==> src/sv/nlt_pkg.sv <==
// types, codes and a helper function for the node liveness tracker
// no dependencies
`default_nettype none
package nlt_pkg;

  localparam int NODE_W      = 4;
  localparam int MAX_NODES   = 1 << NODE_W;
  localparam int RUN_W       = 16;
  localparam int TOTAL_W     = 32;
  localparam int TIME_W      = 32;
  localparam int RETRY_W     = 16;
  localparam int THR_W       = 8;
  localparam int CFG_IDX_W   = 2;
  localparam int CFG_DATA_W  = THR_W;

  localparam logic [RUN_W-1:0] RUN_MAX = {RUN_W{1'b1}};

  // configuration register indexes
  localparam logic [CFG_IDX_W-1:0] CFG_STABLE_REPLIES    = 2'd0;
  localparam logic [CFG_IDX_W-1:0] CFG_MISSES_TO_MISSING = 2'd1;
  localparam logic [CFG_IDX_W-1:0] CFG_MISSES_TO_OFFLINE = 2'd2;

  // event kinds
  localparam logic FUNC_REPLY = 1'b0;
  localparam logic FUNC_MISS  = 1'b1;

  typedef enum logic [2:0] {
    ST_UNSEEN     = 3'd0,
    ST_DISCOVERED = 3'd1,
    ST_ONLINE     = 3'd2,
    ST_MISSING    = 3'd3,
    ST_OFFLINE    = 3'd4
  } node_st_t;

  typedef struct packed {
    logic               func;
    logic [NODE_W-1:0]  node;
    logic [TIME_W-1:0]  now_ms;
    logic [RETRY_W-1:0] init_retries;
  } nlt_in_t;

  typedef struct packed {
    logic [NODE_W-1:0]  node_out;
    node_st_t           state_now;
    node_st_t           state_before;
    logic               changed;
    logic [RUN_W-1:0]   reply_run;
    logic [RUN_W-1:0]   miss_run;
    logic [TOTAL_W-1:0] reply_total;
    logic [TIME_W-1:0]  first_reply_ms;
    logic [RETRY_W-1:0] first_seen_retries;
  } nlt_out_t;

  typedef struct packed {
    logic [THR_W-1:0] stable_replies;
    logic [THR_W-1:0] misses_to_missing;
    logic [THR_W-1:0] misses_to_offline;
  } nlt_thr_t;

  typedef struct packed {
    node_st_t           state;
    logic [RUN_W-1:0]   reply_run;
    logic [RUN_W-1:0]   miss_run;
    logic [TOTAL_W-1:0] reply_total;
    logic [TIME_W-1:0]  first_ms;
    logic [RETRY_W-1:0] first_retries;
  } nlt_entry_t;

  function automatic logic [RUN_W-1:0] run_inc(input logic [RUN_W-1:0] v);
    return (v == RUN_MAX) ? RUN_MAX : v + 1'b1;
  endfunction

endpackage
`default_nettype wire

==> src/sv/nlt_cfg_regs.sv <==
// threshold registers written through the configuration port
// depends on nlt_pkg
`default_nettype none
module nlt_cfg_regs (
  input  wire logic                            clk,
  input  wire logic                            rst_n,
  input  wire logic                            cfg_we,
  input  wire logic [nlt_pkg::CFG_IDX_W-1:0]   cfg_index,
  input  wire logic [nlt_pkg::CFG_DATA_W-1:0]  cfg_wdata,
  output nlt_pkg::nlt_thr_t                    thr
);
  import nlt_pkg::*;

  nlt_thr_t thr_r;

  always_ff @(posedge clk) begin
    if (!rst_n) begin
      thr_r.stable_replies    <= 8'd3;
      thr_r.misses_to_missing <= 8'd3;
      thr_r.misses_to_offline <= 8'd10;
    end else if (cfg_we) begin
      unique case (cfg_index)
        CFG_STABLE_REPLIES:    thr_r.stable_replies    <= cfg_wdata;
        CFG_MISSES_TO_MISSING: thr_r.misses_to_missing <= cfg_wdata;
        CFG_MISSES_TO_OFFLINE: thr_r.misses_to_offline <= cfg_wdata;
        default: ;
      endcase
    end
  end

  assign thr = thr_r;

endmodule
`default_nettype wire

==> src/sv/nlt_node_table.sv <==
// per-node record table in flip-flops, one read and one write port
// depends on nlt_pkg
`default_nettype none
module nlt_node_table #(
  parameter int ENTRIES = 16,
  parameter int IDX_W   = 4
) (
  input  wire logic                 clk,
  input  wire logic                 rst_n,
  input  wire logic [IDX_W-1:0]     rd_idx,
  output nlt_pkg::nlt_entry_t       rd_entry,
  input  wire logic                 wr_en,
  input  wire logic [IDX_W-1:0]     wr_idx,
  input  wire nlt_pkg::nlt_entry_t  wr_entry
);
  import nlt_pkg::*;

  node_st_t           state_r       [ENTRIES];
  logic [RUN_W-1:0]   reply_run_r   [ENTRIES];
  logic [RUN_W-1:0]   miss_run_r    [ENTRIES];
  logic [TOTAL_W-1:0] reply_total_r [ENTRIES];
  logic [TIME_W-1:0]  first_ms_r    [ENTRIES];
  logic [RETRY_W-1:0] first_retr_r  [ENTRIES];

  // counters and state cleared by reset
  always_ff @(posedge clk) begin
    if (!rst_n) begin
      for (int i = 0; i < ENTRIES; i++) begin
        state_r[i]       <= ST_UNSEEN;
        reply_run_r[i]   <= '0;
        miss_run_r[i]    <= '0;
        reply_total_r[i] <= '0;
      end
    end else if (wr_en) begin
      state_r[wr_idx]       <= wr_entry.state;
      reply_run_r[wr_idx]   <= wr_entry.reply_run;
      miss_run_r[wr_idx]    <= wr_entry.miss_run;
      reply_total_r[wr_idx] <= wr_entry.reply_total;
    end
  end

  // first-reply record, only read once the node has left unseen
  always_ff @(posedge clk) begin
    if (wr_en) begin
      first_ms_r[wr_idx]   <= wr_entry.first_ms;
      first_retr_r[wr_idx] <= wr_entry.first_retries;
    end
  end

  always_comb begin
    rd_entry.state         = state_r[rd_idx];
    rd_entry.reply_run     = reply_run_r[rd_idx];
    rd_entry.miss_run      = miss_run_r[rd_idx];
    rd_entry.reply_total   = reply_total_r[rd_idx];
    rd_entry.first_ms      = first_ms_r[rd_idx];
    rd_entry.first_retries = first_retr_r[rd_idx];
  end

endmodule
`default_nettype wire

==> src/sv/nlt_update.sv <==
// next record and transaction result for one event
// depends on nlt_pkg
`default_nettype none
module nlt_update (
  input  wire nlt_pkg::nlt_in_t     item,
  input  wire logic                 in_range,
  input  wire nlt_pkg::nlt_entry_t  cur,
  input  wire nlt_pkg::nlt_thr_t    thr,
  output nlt_pkg::nlt_entry_t       nxt,
  output nlt_pkg::nlt_out_t         res
);
  import nlt_pkg::*;

  node_st_t st;

  always_comb begin
    nxt = cur;
    st  = cur.state;
    if (item.func == FUNC_REPLY) begin
      nxt.reply_total = cur.reply_total + 1'b1;
      nxt.reply_run   = run_inc(cur.reply_run);
      nxt.miss_run    = '0;
      case (cur.state) inside
        ST_UNSEEN: begin
          st                = ST_DISCOVERED;
          nxt.first_ms      = item.now_ms;
          nxt.first_retries = item.init_retries;
        end
        ST_OFFLINE: begin
          st            = ST_DISCOVERED;
          nxt.reply_run = {{(RUN_W-1){1'b0}}, 1'b1};
        end
        ST_DISCOVERED, ST_MISSING: begin
          if (nxt.reply_run >= {{(RUN_W-THR_W){1'b0}}, thr.stable_replies})
            st = ST_ONLINE;
        end
        default: ;
      endcase
    end else if (cur.state != ST_UNSEEN) begin
      nxt.miss_run  = run_inc(cur.miss_run);
      nxt.reply_run = '0;
      case (cur.state) inside
        ST_ONLINE: begin
          if (nxt.miss_run >= {{(RUN_W-THR_W){1'b0}}, thr.misses_to_missing})
            st = ST_MISSING;
        end
        ST_DISCOVERED, ST_MISSING: begin
          if (nxt.miss_run >= {{(RUN_W-THR_W){1'b0}}, thr.misses_to_offline})
            st = ST_OFFLINE;
        end
        default: ;
      endcase
    end
    nxt.state = st;
  end

  always_comb begin
    res          = '0;
    res.node_out = item.node;
    if (in_range) begin
      res.state_now    = st;
      res.state_before = cur.state;
      res.changed      = (st != cur.state);
      res.reply_run    = nxt.reply_run;
      res.miss_run     = nxt.miss_run;
      res.reply_total  = nxt.reply_total;
      if (st != ST_UNSEEN) begin
        res.first_reply_ms     = nxt.first_ms;
        res.first_seen_retries = nxt.first_retries;
      end
    end
  end

endmodule
`default_nettype wire

==> src/sv/node_liveness_tracker.sv <==
// node liveness tracker top level: input register, record update, result register
// depends on nlt_pkg, nlt_cfg_regs, nlt_node_table, nlt_update
//
//   port group  direction  handshake            payload
//   in_         input      in_valid / in_ready  in_data   (nlt_in_t)
//   out_        output     out_valid/out_ready  out_data  (nlt_out_t)
//   cfg_        input      cfg_we               cfg_index, cfg_wdata
//
// one transaction per cycle unless out_ready stalls; result via input then result register
// the record read-modify-write of the node table sits between the input and result registers
// an event for the same node may follow in the next cycle and sees the updated record
// synchronous reset clears node states and counters and loads default thresholds
// a stalled result holds the input register; in_ready stays high while the result moves
`default_nettype none
module node_liveness_tracker #(
  parameter int NODES = 16
) (
  input  wire logic                            clk,
  input  wire logic                            rst_n,
  input  wire logic                            in_valid,
  output      logic                            in_ready,
  input  wire nlt_pkg::nlt_in_t                in_data,
  output      logic                            out_valid,
  input  wire logic                            out_ready,
  output nlt_pkg::nlt_out_t                    out_data,
  input  wire logic                            cfg_we,
  input  wire logic [nlt_pkg::CFG_IDX_W-1:0]   cfg_index,
  input  wire logic [nlt_pkg::CFG_DATA_W-1:0]  cfg_wdata
);
  import nlt_pkg::*;

  localparam int ENTRIES = (NODES < MAX_NODES) ? NODES : MAX_NODES;
  localparam int IDX_W   = (ENTRIES > 1) ? $clog2(ENTRIES) : 1;

  logic       s1_valid_r;
  nlt_in_t    s1_r;
  logic       out_valid_r;
  nlt_out_t   out_data_r;
  logic       advance;
  logic       in_range;
  logic [IDX_W-1:0] idx;
  nlt_thr_t   thr;
  nlt_entry_t cur_entry;
  nlt_entry_t nxt_entry;
  nlt_out_t   result;

  assign advance  = s1_valid_r && (!out_valid_r || out_ready);
  assign in_ready = !s1_valid_r || advance;
  assign in_range = ({1'b0, s1_r.node} < (NODE_W+1)'(ENTRIES));
  assign idx      = s1_r.node[IDX_W-1:0];

  always_ff @(posedge clk) begin
    if (!rst_n) begin
      s1_valid_r <= 1'b0;
    end else if (in_valid && in_ready) begin
      s1_valid_r <= 1'b1;
    end else if (advance) begin
      s1_valid_r <= 1'b0;
    end
  end

  always_ff @(posedge clk) begin
    if (in_valid && in_ready) begin
      s1_r <= in_data;
    end
  end

  always_ff @(posedge clk) begin
    if (!rst_n) begin
      out_valid_r <= 1'b0;
    end else if (advance) begin
      out_valid_r <= 1'b1;
    end else if (out_ready) begin
      out_valid_r <= 1'b0;
    end
  end

  always_ff @(posedge clk) begin
    if (advance) begin
      out_data_r <= result;
    end
  end

  nlt_cfg_regs u_cfg (
    .clk       (clk),
    .rst_n     (rst_n),
    .cfg_we    (cfg_we),
    .cfg_index (cfg_index),
    .cfg_wdata (cfg_wdata),
    .thr       (thr)
  );

  nlt_node_table #(
    .ENTRIES (ENTRIES),
    .IDX_W   (IDX_W)
  ) u_table (
    .clk      (clk),
    .rst_n    (rst_n),
    .rd_idx   (idx),
    .rd_entry (cur_entry),
    .wr_en    (advance && in_range),
    .wr_idx   (idx),
    .wr_entry (nxt_entry)
  );

  nlt_update u_update (
    .item     (s1_r),
    .in_range (in_range),
    .cur      (cur_entry),
    .thr      (thr),
    .nxt      (nxt_entry),
    .res      (result)
  );

  assign out_valid = out_valid_r;
  assign out_data  = out_data_r;

endmodule
`default_nettype wire

==> config.mk <==
export PLATFORM = sky130hd
export DESIGN_NAME = node_liveness_tracker
export DESIGN_NICKNAME = d
export VERILOG_FILES = /design/src/sv/nlt_pkg.sv /design/src/sv/nlt_cfg_regs.sv /design/src/sv/nlt_node_table.sv /design/src/sv/nlt_update.sv /design/src/sv/node_liveness_tracker.sv
export SDC_FILE = /design/constraint.sdc
export NUM_CORES = 2
export LEC_CHECK = 0
export BUFFER_PORTS_ARGS = -buffer_cell sky130_fd_sc_hd__clkbuf_2
export CORE_MARGIN = 5
export CORE_UTILIZATION = 45
export DETAILED_ROUTE_END_ITERATION = 12
export PLACE_DENSITY = 0.7
export REMOVE_ABC_BUFFERS = 1
export SLEW_MARGIN = 20
export SYNTH_ARGS = -nofsm -noshare
export SYNTH_HDL_FRONTEND = slang
export SYNTH_HIERARCHICAL = 1
export SYNTH_SLANG_ARGS = --single-unit
==> constraint.sdc <==
create_clock -name clk -period 17.3 [get_ports clk]
set_clock_uncertainty 0.2 [all_clocks]
set_input_delay 0.865 -clock clk [delete_from_list [all_inputs] [get_ports clk]]
set_output_delay 0.865 -clock clk [all_outputs]
set_load 0.05 [all_outputs]
==> results_dict.tcl <==
set metrics [dict create \
    run_status "completed" \
    crit_family "simple AND/OR/NAND/NOR gates" \
    r2r_slack_ns 9.49 \
    timing.hold.worst_path_depth 1 \
    detailed_route_wl_um 229000 \
    critical-path-max-stage-delay_ns 0.70 \
    detail_route.wl_per_cell_um 29.0 \
    syn-mean-instance-area_um2 17.3 \
    synth-edff-count 2016 \
    cts.repair.resized 0 \
    clock_sinks 2042 \
    detailedRoute.firstIterationViolations 5719 \
    seq_area_frac_synth_pct 70.3 \
    report.power.total_mw 10.9 \
    synth_area_um2 86900 \
    first_global_vias 48000 \
    path_buf_inv 4 \
    cts.root.buffer_cell "sky130_fd_sc_hd__clkbuf_16" \
    power-per-cell-area_nw_per_um2 112 \
    timing_worst_slew_pin_value_ns 1.21 \
    floorplan.initialDensity_pct 45.2 \
    cts.clk_slew.worst_paths_ns 0.06 \
    yosys.cell_types.count 76 \
    min_period_ns 7.81 \
    postCtsSetupBuffers 0 \
    ir_drop_mv 0.110 \
    post_dr_vias_cell 5.98 \
    crit_arrival_ns 8.30 \
    final_antenna_net_count 0 \
    placement_rows 161 \
    initial_antenna_violation_count 7 \
    final_hold_fails 0 \
    finish.cell_count_without_fillers 7891 \
    cp_max_fo 40 \
    asyncSetResetFlopFracSynth_pct 0 \
    syn_to_final_growth_pct 12.4 \
    drt_first_pass_iters 6 \
    crit_top_cell "sky130_fd_sc_hd__buf_4" \
    slowest_stage "sky130_fd_sc_hd__buf_4" \
    maxSlewHeadroom_pct 19.3 \
    route.vias.total 47200 \
    cellLeakagePower_nw 33.7 \
    synth-warning-count 6 \
    hold_path_class "input port to flop" \
    max-clock-path-buffers 3 \
    syn-instance-count 5014 \
    hold-path-endpoint "s1_r[12]" \
    maximum_number_of_pins_on_one_net_before_global_route_repair 143 \
    numPlacedInstances 7461 \
    criticalPathCategory "flop to flop" \
    fin_worst_hold_slack_ns 0.0601 \
    numCtsBuffers 203 \
    share_comb_of_total_power_pct 8.1 \
    cp.required_ns 17.79 \
    die-area_um2 202000 \
    unrepaired_setup_endpoints_after_global_routing "no" \
    ioPinCount 193 \
    finalCoreUtilization_pct 50.7 \
    fp.coreArea_um2 192000 \
    n_fill_cell 15300 \
    finalNetCount 5279 \
    worstPathCellList "buf_8 -> buf_4 -> buf_4 -> buf_4 -> mux4_2 -> a22oi_1 -> nand2_1 -> ha_1 -> nand4_1 -> nor3_2 -> nand2b_1 -> and2_1 -> ha_1 -> nand2b_1 -> a21o_1 -> a211oi_1 -> o311ai_0 -> nor2_1 -> a21oi_1 -> nor2_1 -> and2_1" \
    drv_cap 0 \
    remaining_drc_errors 0 \
    final_period_utilization_pct 45.1 \
    r2r-start "idx[0]" \
    die_span_x_um 449 \
    insertion_delay_ns 0.84 \
    sw_frac_of_total_pct 23.3 \
    h_tree_levels 4 \
    worst_r2r_endpoint "u_table/state_r[8][0]" \
    wire_length_of_the_first_global_routing_pass_um 332000 \
    drive_gt1_share_pct 22.5 \
    max_clock_freq_mhz 128 \
    internal_power_mw 8.35 \
    p_clk_share_pct 39.7 \
    gp_congestion 0.842 \
    report.final.setup_viol 0 \
    crit_path_start_kind "flop" \
    final_max_slew_viol_count 0 \
    tritoncts "yes" \
    worst_setup_path_end_kind "flop" \
    yosys_most_used_dff "sky130_fd_sc_hd__edfxtp_1" \
    worst_r2r_path_depth 21 \
    power.switching_mw 2.54 \
    pwr-share-seq_pct 52.2 \
    die_height_um 449 \
    worst_hold_startpoint "in_data[12]" \
    buffer_ports.inserted 192 \
    synth.ff_latch_count 2042 \
    overflow 0 \
    global_route.usage.total_pct 22.3 \
    setup_tns_ns 0 \
    hpwlAfterDp_um 113000 \
]
[layout make-up]
class	count	area (µm²)	share of cell area [%]
Clock buffer	246	5290	5.42
Sequential cell	2042	61100	62.5
Multi-Input combinational cell	2552	24400	25.0
Tap cell	2526	3160	3.24
Clock inverter	132	1200	1.23
Inverter	32	120	0.123
Timing Repair Buffer	353	2360	2.42
Antenna cell	8	20.0	0.0205
[synthesized netlist by cell type (all sizes together), types with 24 or more instances]
| cell | instances | share of area [%] |
|---|---|---|
| o21ai | 48 | 0.28 |
| buf | 148 | 1.1 |
| xnor2 | 27 | 0.27 |
| mux2i | 31 | 0.36 |
| dfxtp | 26 | 0.60 |
| nand2 | 190 | 0.82 |
| nand3 | 26 | 0.16 |
| nor3 | 24 | 0.17 |
| ha | 27 | 0.39 |
| and2 | 1133 | 8.2 |
| clkbuf | 240 | 1.0 |
| mux4 | 460 | 12 |
| mux2 | 49 | 0.64 |
| nor2 | 70 | 0.30 |
| inv | 30 | 0.13 |
| nor2b | 60 | 0.44 |
| edfxtp | 2016 | 70 |
| a21oi | 27 | 0.16 |
| a22oi | 231 | 2.0 |
[logic make-up (layout without fill, tap and decap cells)]
kind of cell / Yosys count / after routing / share of synthesized area, %
DFF: 2042 / 2042 / 70.3
xor gates and xnor gates: 40 / 40 / 0.403
other: 1 / 9 / 0.00432
adders and majority gates: 27 / 27 / 0.389
muxes: 540 / 540 / 12.9
buffers and inverters: 420 / 763 / 2.26
and+or+nand+nor: 1582 / 1582 / 10.8
AOI/OAI and AO/OA: 362 / 362 / 2.97
[power groups by stage]
stage | sequential [mW] | clock, mW | combinational (mW)
after floorplan | 5.89 | 0 | 0.608
after global placement | 5.78 | 0 | 0.850
after detailed placement | 5.79 | 0 | 0.865
after CTS | 5.69 | 4.39 | 0.875
after global routing | 5.69 | 4.61 | 0.938
final | 5.68 | 4.32 | 0.881
[sequential cells by signal, summed over array words and instances (netlist names)]
signal	count
idx	4
out_data	123
out_valid	1
s1_r	49
s1_valid_r	1
u_cfg/thr	24
u_table/first_ms_r	512
u_table/first_retr_r	256
u_table/miss_run_r	256
u_table/reply_run_r	256
u_table/reply_total_r	512
u_table/state_r	48
[cell usage in the layout (no fill, tap or decap), types with 17 or more instances in the layout]
master / n
sky130_fd_sc_hd__nand4_1: 17
sky130_fd_sc_hd__nand3_1: 25
sky130_fd_sc_hd__dfxtp_1: 26
sky130_fd_sc_hd__clkbuf_1: 40
sky130_fd_sc_hd__buf_4: 113
sky130_fd_sc_hd__ha_1: 27
sky130_fd_sc_hd__mux4_2: 460
sky130_fd_sc_hd__nor2_4: 34
sky130_fd_sc_hd__nand2_1: 189
sky130_fd_sc_hd__nor2b_1: 56
sky130_fd_sc_hd__dlygate4sd3_1: 42
sky130_fd_sc_hd__and2_1: 1131
sky130_fd_sc_hd__nor2_1: 36
sky130_fd_sc_hd__inv_1: 30
sky130_fd_sc_hd__edfxtp_1: 2016
sky130_fd_sc_hd__a21oi_1: 23
sky130_fd_sc_hd__clkinv_1: 49
sky130_fd_sc_hd__mux2_2: 49
sky130_fd_sc_hd__clkinv_2: 40
sky130_fd_sc_hd__xnor2_1: 21
sky130_fd_sc_hd__mux2i_1: 31
sky130_fd_sc_hd__o21ai_0: 28
sky130_fd_sc_hd__a22oi_1: 230
sky130_fd_sc_hd__bufinv_16: 17
sky130_fd_sc_hd__clkbuf_2: 191
sky130_fd_sc_hd__clkbuf_16: 205
[stage by stage]
step | instance area (µm²) | setup slack, ns
after floorplan | 85000 | -10.19
after global placement | 90500 | 9.21
after detailed placement | 90600 | 9.15
after CTS | 97500 | 9.03
after global routing | 97600 | 8.67
final | 97600 | 9.49
[worst max path at each step]
stage | start | to | slack, ns | depth (start not counted)
global route | idx[0] | u_table/state_r[8][0] | 8.67 | 21
CTS | idx[0] | u_table/reply_total_r[7][23] | 9.03 | 14
floorplan | idx[0] | u_table/miss_run_r[7][0] | -10.19 | 2
finish | idx[0] | u_table/state_r[8][0] | 9.49 | 21
global placement | idx[0] | u_table/state_r[6][0] | 9.21 | 20
detailed placement | idx[0] | u_table/reply_total_r[7][23] | 9.15 | 14
[what timing repair did]
action                                  4_1_cts  5_1_grt
endpoints found under the setup margin        0        0
hold buffers                                 42        0
hold endpoints to repair                     42        0
[worst reg2reg max path: cells and delay by family, from the launching register on]
family                   cells  cell delay, ns
AO/OA/AOI/OAI                5            0.77
buffers and inverters        4            2.41
AND/OR/NAND/NOR              9            2.64
flip-flops                   1            0.69
multiplexers                 1            0.42
adder cells (fa/ha/maj)      2            0.53
[per-layer routing]
layer,part of all wire [%],routed length (µm),vias up,GRT usage [%]
li1,-,-,19600,-
met1,38,86700,24700,29.5
met2,50,115000,2452,37.8
met3,8.9,20400,416,3.90
met4,3.2,7380,0,7.12
met5,0,0,-,0
No activity file was read; power rests on OpenSTA's default activity.
